`config.mk`:
```
export PLATFORM = sky130hd
export DESIGN_NAME = xa_adpcm_unit_decoder
export DESIGN_NICKNAME = d
export VERILOG_FILES = /design/src/design/xa_pkg.sv /design/src/design/xa_front.sv /design/src/design/xa_queue.sv /design/src/design/xa_back.sv /design/src/design/xa_adpcm_unit_decoder.sv
export SDC_FILE = /design/constraint.sdc
export NUM_CORES = 2
export LEC_CHECK = 0
export BUFFER_PORTS_ARGS = -buffer_cell sky130_fd_sc_hd__buf_4
export CORE_MARGIN = 2
export CORE_UTILIZATION = 55
export CTS_CLUSTER_SIZE = 10
export DETAILED_ROUTE_END_ITERATION = 16
export PLACE_DENSITY = 0.76
export SKIP_CTS_REPAIR_TIMING = 1
export SYNTH_ARGS = -nofsm -noshare
export SYNTH_HDL_FRONTEND = slang
export SYNTH_SLANG_ARGS = --single-unit
```
`constraint.sdc`:
```
create_clock -name i_clk -period 10.69 [get_ports i_clk]
set_clock_uncertainty 0.05 [all_clocks]
set_input_delay 1.6035 -clock i_clk [delete_from_list [all_inputs] [get_ports i_clk]]
set_output_delay 1.6035 -clock i_clk [all_outputs]
set_load 0.01 [all_outputs]
```
`src/design/xa_pkg.sv`:
```
`timescale 1ns / 1ps
`default_nettype none

package xa_pkg;

    localparam int unsigned SAMPLES_PER_UNIT = 28;
    localparam int unsigned CODE_BITS        = 8;
    localparam int unsigned CODES_W          = 56;
    localparam int unsigned UNIT_CODES_W     = 4 * CODES_W;
    localparam int unsigned IDX_W            = 5;

    localparam logic [3:0] RANGE_MAX   = 4'd12;
    localparam logic [3:0] RANGE_SUBST = 4'd9;
    localparam logic signed [4:0] BASE_4BIT = 5'sd12;
    localparam logic signed [4:0] BASE_8BIT = 5'sd8;

    localparam logic [1:0] FILT_NONE = 2'd0;
    localparam logic [1:0] FILT_ONE  = 2'd1;
    localparam logic [1:0] FILT_TWO  = 2'd2;
    localparam logic [1:0] FILT_THREE = 2'd3;

    typedef struct packed {
        logic [UNIT_CODES_W-1:0] codes;
        logic signed [4:0]       shift;
        logic [1:0]              filt;
        logic                    chan;
        logic                    eight_bit;
    } t_unit;

    function automatic logic signed [7:0] pos_coef(input logic [1:0] filt);
        logic signed [7:0] c;
        unique case (filt)
            FILT_NONE:  c = 8'sd0;
            FILT_ONE:   c = 8'sd60;
            FILT_TWO:   c = 8'sd115;
            FILT_THREE: c = 8'sd98;
            default:    c = 8'sd0;
        endcase
        return c;
    endfunction

    function automatic logic signed [7:0] neg_coef(input logic [1:0] filt);
        logic signed [7:0] c;
        unique case (filt)
            FILT_NONE:  c = 8'sd0;
            FILT_ONE:   c = 8'sd0;
            FILT_TWO:   c = -8'sd52;
            FILT_THREE: c = -8'sd55;
            default:    c = 8'sd0;
        endcase
        return c;
    endfunction

endpackage

`default_nettype wire

```
`src/design/xa_front.sv`:
```
`timescale 1ns / 1ps
`default_nettype none

module xa_front (
    input  wire logic                 i_clk,
    input  wire logic                 i_rst_n,
    input  wire logic                 i_valid,
    output logic                      o_ready,
    input  wire logic [7:0]           i_unit_header,
    input  wire logic [xa_pkg::CODES_W-1:0] i_codes_a,
    input  wire logic [xa_pkg::CODES_W-1:0] i_codes_b,
    input  wire logic [xa_pkg::CODES_W-1:0] i_codes_c,
    input  wire logic [xa_pkg::CODES_W-1:0] i_codes_d,
    input  wire logic                 i_channel_sel,
    input  wire logic                 i_cfg_valid,
    output logic                      o_cfg_ready,
    input  wire logic                 i_cfg_eight_bit_mode,
    output logic                      o_q_valid,
    input  wire logic                 i_q_ready,
    output xa_pkg::t_unit             o_q_data
);

    logic          r_mode;
    logic          r_valid;
    xa_pkg::t_unit r_unit;
    xa_pkg::t_unit n_unit;
    logic [3:0]    w_range;
    logic signed [4:0] w_base;

    assign o_cfg_ready = 1'b1;
    assign o_ready     = !r_valid || i_q_ready;
    assign o_q_valid   = r_valid;
    assign o_q_data    = r_unit;

    // range 13..15 behaves as 9
    always_comb begin
        w_range = (i_unit_header[3:0] > xa_pkg::RANGE_MAX) ? xa_pkg::RANGE_SUBST
                                                           : i_unit_header[3:0];
        w_base  = r_mode ? xa_pkg::BASE_8BIT : xa_pkg::BASE_4BIT;
        n_unit.codes     = {i_codes_d, i_codes_c, i_codes_b, i_codes_a};
        n_unit.shift     = w_base - $signed({1'b0, w_range});
        n_unit.filt      = i_unit_header[5:4];
        n_unit.chan      = i_channel_sel;
        n_unit.eight_bit = r_mode;
    end

    always_ff @(posedge i_clk) begin
        if (!i_rst_n) begin
            r_mode  <= 1'b0;
            r_valid <= 1'b0;
        end else begin
            if (i_cfg_valid) begin
                r_mode <= i_cfg_eight_bit_mode;
            end
            if (i_valid && o_ready) begin
                r_valid <= 1'b1;
            end else if (i_q_ready) begin
                r_valid <= 1'b0;
            end
        end
    end

    always_ff @(posedge i_clk) begin
        if (i_valid && o_ready) begin
            r_unit <= n_unit;
        end
    end

endmodule

`default_nettype wire

```
`src/design/xa_queue.sv`:
```
`timescale 1ns / 1ps
`default_nettype none

module xa_queue #(
    parameter int unsigned DEPTH = 2
) (
    input  wire logic          i_clk,
    input  wire logic          i_rst_n,
    input  wire logic          i_wr_valid,
    output logic               o_wr_ready,
    input  wire xa_pkg::t_unit i_wr_data,
    output logic               o_rd_valid,
    input  wire logic          i_rd_ready,
    output xa_pkg::t_unit      o_rd_data
);

    localparam int unsigned PTR_W = $clog2(DEPTH);
    localparam int unsigned CNT_W = $clog2(DEPTH + 1);
    localparam logic [PTR_W-1:0] PTR_LAST = PTR_W'(DEPTH - 1);

    xa_pkg::t_unit    r_mem [DEPTH];
    logic [PTR_W-1:0] r_wr_ptr;
    logic [PTR_W-1:0] r_rd_ptr;
    logic [CNT_W-1:0] r_count;
    logic             w_push;
    logic             w_pop;

    assign o_wr_ready = (r_count != CNT_W'(DEPTH));
    assign o_rd_valid = (r_count != '0);
    assign o_rd_data  = r_mem[r_rd_ptr];
    assign w_push     = i_wr_valid && o_wr_ready;
    assign w_pop      = o_rd_valid && i_rd_ready;

    always_ff @(posedge i_clk) begin
        if (!i_rst_n) begin
            r_wr_ptr <= '0;
            r_rd_ptr <= '0;
            r_count  <= '0;
        end else begin
            if (w_push) begin
                r_wr_ptr <= (r_wr_ptr == PTR_LAST) ? '0 : r_wr_ptr + 1'b1;
            end
            if (w_pop) begin
                r_rd_ptr <= (r_rd_ptr == PTR_LAST) ? '0 : r_rd_ptr + 1'b1;
            end
            if (w_push && !w_pop) begin
                r_count <= r_count + 1'b1;
            end else if (w_pop && !w_push) begin
                r_count <= r_count - 1'b1;
            end
        end
    end

    always_ff @(posedge i_clk) begin
        if (w_push) begin
            r_mem[r_wr_ptr] <= i_wr_data;
        end
    end

endmodule

`default_nettype wire

```
`src/design/xa_back.sv`:
```
`timescale 1ns / 1ps
`default_nettype none

module xa_back (
    input  wire logic          i_clk,
    input  wire logic          i_rst_n,
    input  wire logic          i_q_valid,
    output logic               o_q_ready,
    input  wire xa_pkg::t_unit i_q_data,
    output logic               o_valid,
    input  wire logic          i_ready,
    output logic signed [15:0] o_pcm_sample,
    output logic               o_sample_channel,
    output logic               o_last_of_unit
);

    localparam logic [xa_pkg::IDX_W-1:0] IDX_LAST =
        xa_pkg::IDX_W'(xa_pkg::SAMPLES_PER_UNIT - 1);

    logic                              r_busy;
    logic [xa_pkg::IDX_W-1:0]          r_idx;
    logic [xa_pkg::UNIT_CODES_W-1:0]   r_codes;
    logic signed [4:0]                 r_shift;
    logic signed [7:0]                 r_pc;
    logic signed [7:0]                 r_nc;
    logic                              r_chan;
    logic                              r_eight;
    logic signed [15:0]                r_recent [2];
    logic signed [15:0]                r_older  [2];
    logic                              r_out_valid;
    logic signed [15:0]                r_pcm;
    logic                              r_out_chan;
    logic                              r_out_last;

    logic               w_adv;
    logic               w_last;
    logic               w_load;
    logic [7:0]         w_byte;
    logic signed [7:0]  w_code;
    logic signed [19:0] w_code_x;
    logic signed [19:0] w_scaled;
    logic [3:0]         w_rsh;
    logic signed [23:0] w_prod_p;
    logic signed [23:0] w_prod_n;
    logic signed [24:0] w_acc;
    logic signed [18:0] w_pred;
    logic signed [20:0] w_sum;
    logic signed [15:0] w_val;

    assign w_adv     = r_busy && (!r_out_valid || i_ready);
    assign w_last    = (r_idx == IDX_LAST);
    assign o_q_ready = !r_busy || (w_adv && w_last);
    assign w_load    = o_q_ready && i_q_valid;

    assign o_valid          = r_out_valid;
    assign o_pcm_sample     = r_pcm;
    assign o_sample_channel = r_out_chan;
    assign o_last_of_unit   = r_out_last;

    always_comb begin
        w_byte   = r_codes[xa_pkg::CODE_BITS-1:0];
        w_code   = r_eight ? $signed(w_byte) : 8'(signed'(w_byte[3:0]));
        w_code_x = 20'(w_code);
        w_rsh    = 4'(-r_shift);
        if (r_shift >= 0) begin
            w_scaled = w_code_x <<< r_shift[3:0];
        end else begin
            w_scaled = w_code_x >>> w_rsh;
        end
        w_prod_p = r_recent[r_chan] * r_pc;
        w_prod_n = r_older[r_chan] * r_nc;
        w_acc    = 25'(w_prod_p) + 25'(w_prod_n) + 25'sd32;
        w_pred   = w_acc[24:6];
        w_sum    = 21'(w_scaled) + 21'(w_pred);
        if (w_sum > 21'sd32767) begin
            w_val = 16'sh7FFF;
        end else if (w_sum < -21'sd32768) begin
            w_val = 16'sh8000;
        end else begin
            w_val = w_sum[15:0];
        end
    end

    always_ff @(posedge i_clk) begin
        if (!i_rst_n) begin
            r_busy      <= 1'b0;
            r_idx       <= '0;
            r_out_valid <= 1'b0;
            r_recent[0] <= '0;
            r_recent[1] <= '0;
            r_older[0]  <= '0;
            r_older[1]  <= '0;
        end else begin
            if (w_load) begin
                r_busy <= 1'b1;
                r_idx  <= '0;
            end else if (w_adv) begin
                r_idx <= r_idx + 1'b1;
                if (w_last) begin
                    r_busy <= 1'b0;
                end
            end
            if (w_adv) begin
                r_out_valid      <= 1'b1;
                r_recent[r_chan] <= w_val;
                r_older[r_chan]  <= r_recent[r_chan];
            end else if (i_ready) begin
                r_out_valid <= 1'b0;
            end
        end
    end

    always_ff @(posedge i_clk) begin
        if (w_load) begin
            r_codes <= i_q_data.codes;
            r_shift <= i_q_data.shift;
            r_pc    <= xa_pkg::pos_coef(i_q_data.filt);
            r_nc    <= xa_pkg::neg_coef(i_q_data.filt);
            r_chan  <= i_q_data.chan;
            r_eight <= i_q_data.eight_bit;
        end else if (w_adv) begin
            r_codes <= r_codes >> xa_pkg::CODE_BITS;
        end
        if (w_adv) begin
            r_pcm      <= w_val;
            r_out_chan <= r_chan;
            r_out_last <= w_last;
        end
    end

endmodule

`default_nettype wire

```
`src/design/xa_adpcm_unit_decoder.sv`:
```
`timescale 1ns / 1ps
`default_nettype none

// Channel  Handshake                Word
// in       i_valid / o_ready        header, 4 x 56-bit codes, channel
// out      o_valid / i_ready        one 16-bit sample, channel, last flag
// cfg      i_cfg_valid / o_cfg_ready  eight_bit_mode
//
// One sample per cycle while i_ready holds: each sample needs the previous one
// from the same channel's history, so the predictor loop sets the rate.
// First sample passes the front register, queue, unit registers and sample
// register. Front holds one unit and the queue QUEUE_DEPTH more.
// Synchronous reset clears history, mode, queue and valids. Output stalls
// freeze the sample loop; input stalls only once front and queue are full.

module xa_adpcm_unit_decoder #(
    parameter int unsigned QUEUE_DEPTH = 2
) (
    input  wire logic                 i_clk,
    input  wire logic                 i_rst_n,
    input  wire logic                 i_valid,
    output logic                      o_ready,
    input  wire logic [7:0]           i_unit_header,
    input  wire logic [55:0]          i_codes_a,
    input  wire logic [55:0]          i_codes_b,
    input  wire logic [55:0]          i_codes_c,
    input  wire logic [55:0]          i_codes_d,
    input  wire logic                 i_channel_sel,
    output logic                      o_valid,
    input  wire logic                 i_ready,
    output logic signed [15:0]        o_pcm_sample,
    output logic                      o_sample_channel,
    output logic                      o_last_of_unit,
    input  wire logic                 i_cfg_valid,
    output logic                      o_cfg_ready,
    input  wire logic                 i_cfg_eight_bit_mode
);

    logic          w_fq_valid;
    logic          w_fq_ready;
    xa_pkg::t_unit w_fq_data;
    logic          w_qb_valid;
    logic          w_qb_ready;
    xa_pkg::t_unit w_qb_data;

    xa_front u_front (
        .i_clk                (i_clk),
        .i_rst_n              (i_rst_n),
        .i_valid              (i_valid),
        .o_ready              (o_ready),
        .i_unit_header        (i_unit_header),
        .i_codes_a            (i_codes_a),
        .i_codes_b            (i_codes_b),
        .i_codes_c            (i_codes_c),
        .i_codes_d            (i_codes_d),
        .i_channel_sel        (i_channel_sel),
        .i_cfg_valid          (i_cfg_valid),
        .o_cfg_ready          (o_cfg_ready),
        .i_cfg_eight_bit_mode (i_cfg_eight_bit_mode),
        .o_q_valid            (w_fq_valid),
        .i_q_ready            (w_fq_ready),
        .o_q_data             (w_fq_data)
    );

    xa_queue #(
        .DEPTH (QUEUE_DEPTH)
    ) u_queue (
        .i_clk      (i_clk),
        .i_rst_n    (i_rst_n),
        .i_wr_valid (w_fq_valid),
        .o_wr_ready (w_fq_ready),
        .i_wr_data  (w_fq_data),
        .o_rd_valid (w_qb_valid),
        .i_rd_ready (w_qb_ready),
        .o_rd_data  (w_qb_data)
    );

    xa_back u_back (
        .i_clk            (i_clk),
        .i_rst_n          (i_rst_n),
        .i_q_valid        (w_qb_valid),
        .o_q_ready        (w_qb_ready),
        .i_q_data         (w_qb_data),
        .o_valid          (o_valid),
        .i_ready          (i_ready),
        .o_pcm_sample     (o_pcm_sample),
        .o_sample_channel (o_sample_channel),
        .o_last_of_unit   (o_last_of_unit)
    );

endmodule

`default_nettype wire

```
==> reports/qor.txt <==
Outcome: completed
Top_reg_cell synth: edfxtp_1
First-pass GRT wire length: 140 mm
Clock root cell: clkbuf_16
Initial antenna violation count: 7
Commonest non-fill, non-tap cell in the layout: edfxtp_1
Final Cycle Share: 90.8%
Share of layout cells above drive strength 1: 13.7%
Initial drt markers: 1,752
Cell mode on critical path: fa_1
H-tree depth: 3
Final Hold Viols: 0
Crit path time final: 9.71 ns
Most frequent cells in the layout: 1,018 x edfxtp_1, 302 x buf_4, 266 x mux2i_1
CP delay by family, top: adder cells
Core ar.: 83,400 µm²
Pin count of the biggest net entering global routing: 165
Final nets: 3,949
Final setup viols: 0
Cells after Synth: 3,100
Worst-Margin Slew: 1.13 ns
Grt total ovfl: 0
Layout Utilization: 63.1%
Via density: 5.49
Crit Path Class: reg -> reg
Area post-placement: 49,400 µm²
Layout area overhead: 14.0%
Slowest-stage cell, CP: a2111oi_0
Routability cong.: 0.849
Clock Latency Late Sink: 0.70 ns
CTS clk-pin slew, worst paths: 0.06 ns
CTS tree: built
CTS max path bufs: 3
Cell area after layout: 52,600 µm²
Worst path bufs/invs: 5
Synth warn: 0
Syn_area_per_cell: 14.9 µm²
Max Freq: 103 MHz
Number of core rows: 106
Via count: 24,800
Setup TNS: 0 ns
CP peak stage delay: 0.64 ns
Post-DRT Antenna Nets: 0
Die area: 86,200 µm²
CP max FO: 15
#FFs+latches synth: 1,033
Post-Synthesis Net Count: 3,651
Die Wd: 294 µm
Worst Min Path Start: u_front.o_q_data[74]$_DFFE_PP_
Initial Util: 55.3%
Final WL: 90.7 mm
Number of flops mapped to enable cells by yosys: 1,018
Die Y: 294 µm
Max Cap Viol: 0
Buffers on Ports: 256
Startpoint types: flip-flop
Synthesized area: 46,100 µm²
WP data required: 11.14 ns
WL per Instance: 20.1 µm
CTS sink cnt: 1,033
Io pins: 260
Pre-antenna DRT Iters: 5
GR Util All Layers: 21.2%
Register area share after synthesis: 66.9%
CP endpoint kind: flip-flop
Max Slew Vio Count: 0
Detail Placement HPWL: 59.0 mm
Vias in the first global route: 25,900
RSZ-0062 raised after global routing: no
Data arrival, critical path: 10.16 ns
Post-synth ARST share: 0%
Slew Limit Headroom: 24.4%
Cts bufs inserted: 115
DRC: 0
Count of cell types in the netlist: 68
Worst hold path class: reg -> reg
sequential cells by signal (all words and copies together), names as in the netlist, named ones only:
signal,cells
u_back.o_last_of_unit,1
u_back.o_pcm_sample,16
u_back.o_sample_channel,1
u_back.o_valid,1
u_back.r_busy,1
u_back.r_chan,1
u_back.r_codes,224
u_back.r_eight,1
u_back.r_idx,5
u_back.r_nc,3
u_back.r_older,32
u_back.r_pc,3
u_back.r_recent,32
u_back.r_shift,5
u_front.o_q_data,233
u_front.o_q_valid,1
u_front.r_mode,1
u_queue.r_count,2
u_queue.r_mem,466
u_queue.r_rd_ptr,1
u_queue.r_wr_ptr,1
cell families (layout without fill, tap and decap cells):
kind of cell	count (synthesis)	in the layout	synth area share [%]
AOI/OAI and AO/OA	410	410	5.08
DFF	1033	1033	66.9
muxes	280	280	6.14
buffers and inverters	381	709	3.15
xor gates and xnor gates	57	57	1.08
adders and majority gates	312	312	11.4
other	1	6	0.00813
and+or+nand+nor	626	626	6.22
per-layer routing:
metal / share of wire, % / up-vias / routed length [µm] / track usage, %
met1: 41 / 12300 / 37400 / 27.7
li1: - / 11600 / - / -
met5: 0.014 / - / 13 / 0
met3: 5.7 / 136 / 5140 / 3.98
met4: 2.3 / 2 / 2060 / 6.87
met2: 51 / 702 / 46000 / 36.0
layout make-up:
type | instances | area, µm²
diodes | 5 | 12.5
well taps | 1080 | 1350
inverters | 258 | 968
fillers | 5895 | 30800
multi-input cells | 1686 | 13900
clock inverters | 12 | 238
flip-flops and latches | 1033 | 30900
clock buffers | 135 | 3000
repair buffers | 304 | 2310
stage by stage:
step | instances | hold WS [ns] | setup WS [ns]
floorplan | 3100 | 0.371 | 1.71
global route | 4513 | 0.365 | 0.353
global placement | 4361 | 0.372 | 1.10
CTS | 4508 | 0.357 | 0.983
finish | 4513 | 0.373 | 0.984
detailed placement | 4361 | 0.379 | 1.00
synth_stat cells, drive strengths merged, types with 13 or more instances:
master | number | area (µm²)
nor2 | 163 | 612
nand3 | 14 | 75.1
xnor2 | 41 | 359
mux2i | 266 | 2660
inv | 257 | 965
and2 | 27 | 169
fa | 182 | 3640
a21oi | 57 | 293
dfxtp | 15 | 300
o22ai | 16 | 100
ha | 130 | 1630
mux2 | 13 | 146
nor2b | 95 | 594
o21ai | 253 | 1270
clkbuf | 108 | 405
edfxtp | 1018 | 30600
nand2 | 258 | 968
buf | 15 | 80.1
nor3 | 18 | 90.1
a211oi | 15 | 128
a21o | 14 | 105
xor2 | 16 | 140
nand2b | 17 | 106
final timing paths:
check	cells past startpoint	end	slack, ns
setup / recovery	29	u_back.r_recent[1][7]$_SDFFCE_PN0P_	0.98
hold / removal	0	u_queue.r_mem[0][74]$_DFFE_PP_	0.37
hold reg to reg	0	u_queue.r_mem[0][74]$_DFFE_PP_	0.37
setup reg to reg	29	u_back.r_recent[1][7]$_SDFFCE_PN0P_	0.98
worst reg2reg max path: cells and delay by family, from the launching register on:
family | cells | cell delay [ns]
flops | 1 | 0.60
fa+ha+maj | 8 | 3.75
compound gates | 9 | 2.79
buf+inv | 5 | 0.30
mux | 1 | 0.59
simple gates | 5 | 1.27
xor+xnor | 1 | 0.21
Power is left out: the tool's default activity adds up to more than one toggle a clock period on the data nets, which glitch-free logic cannot reach.
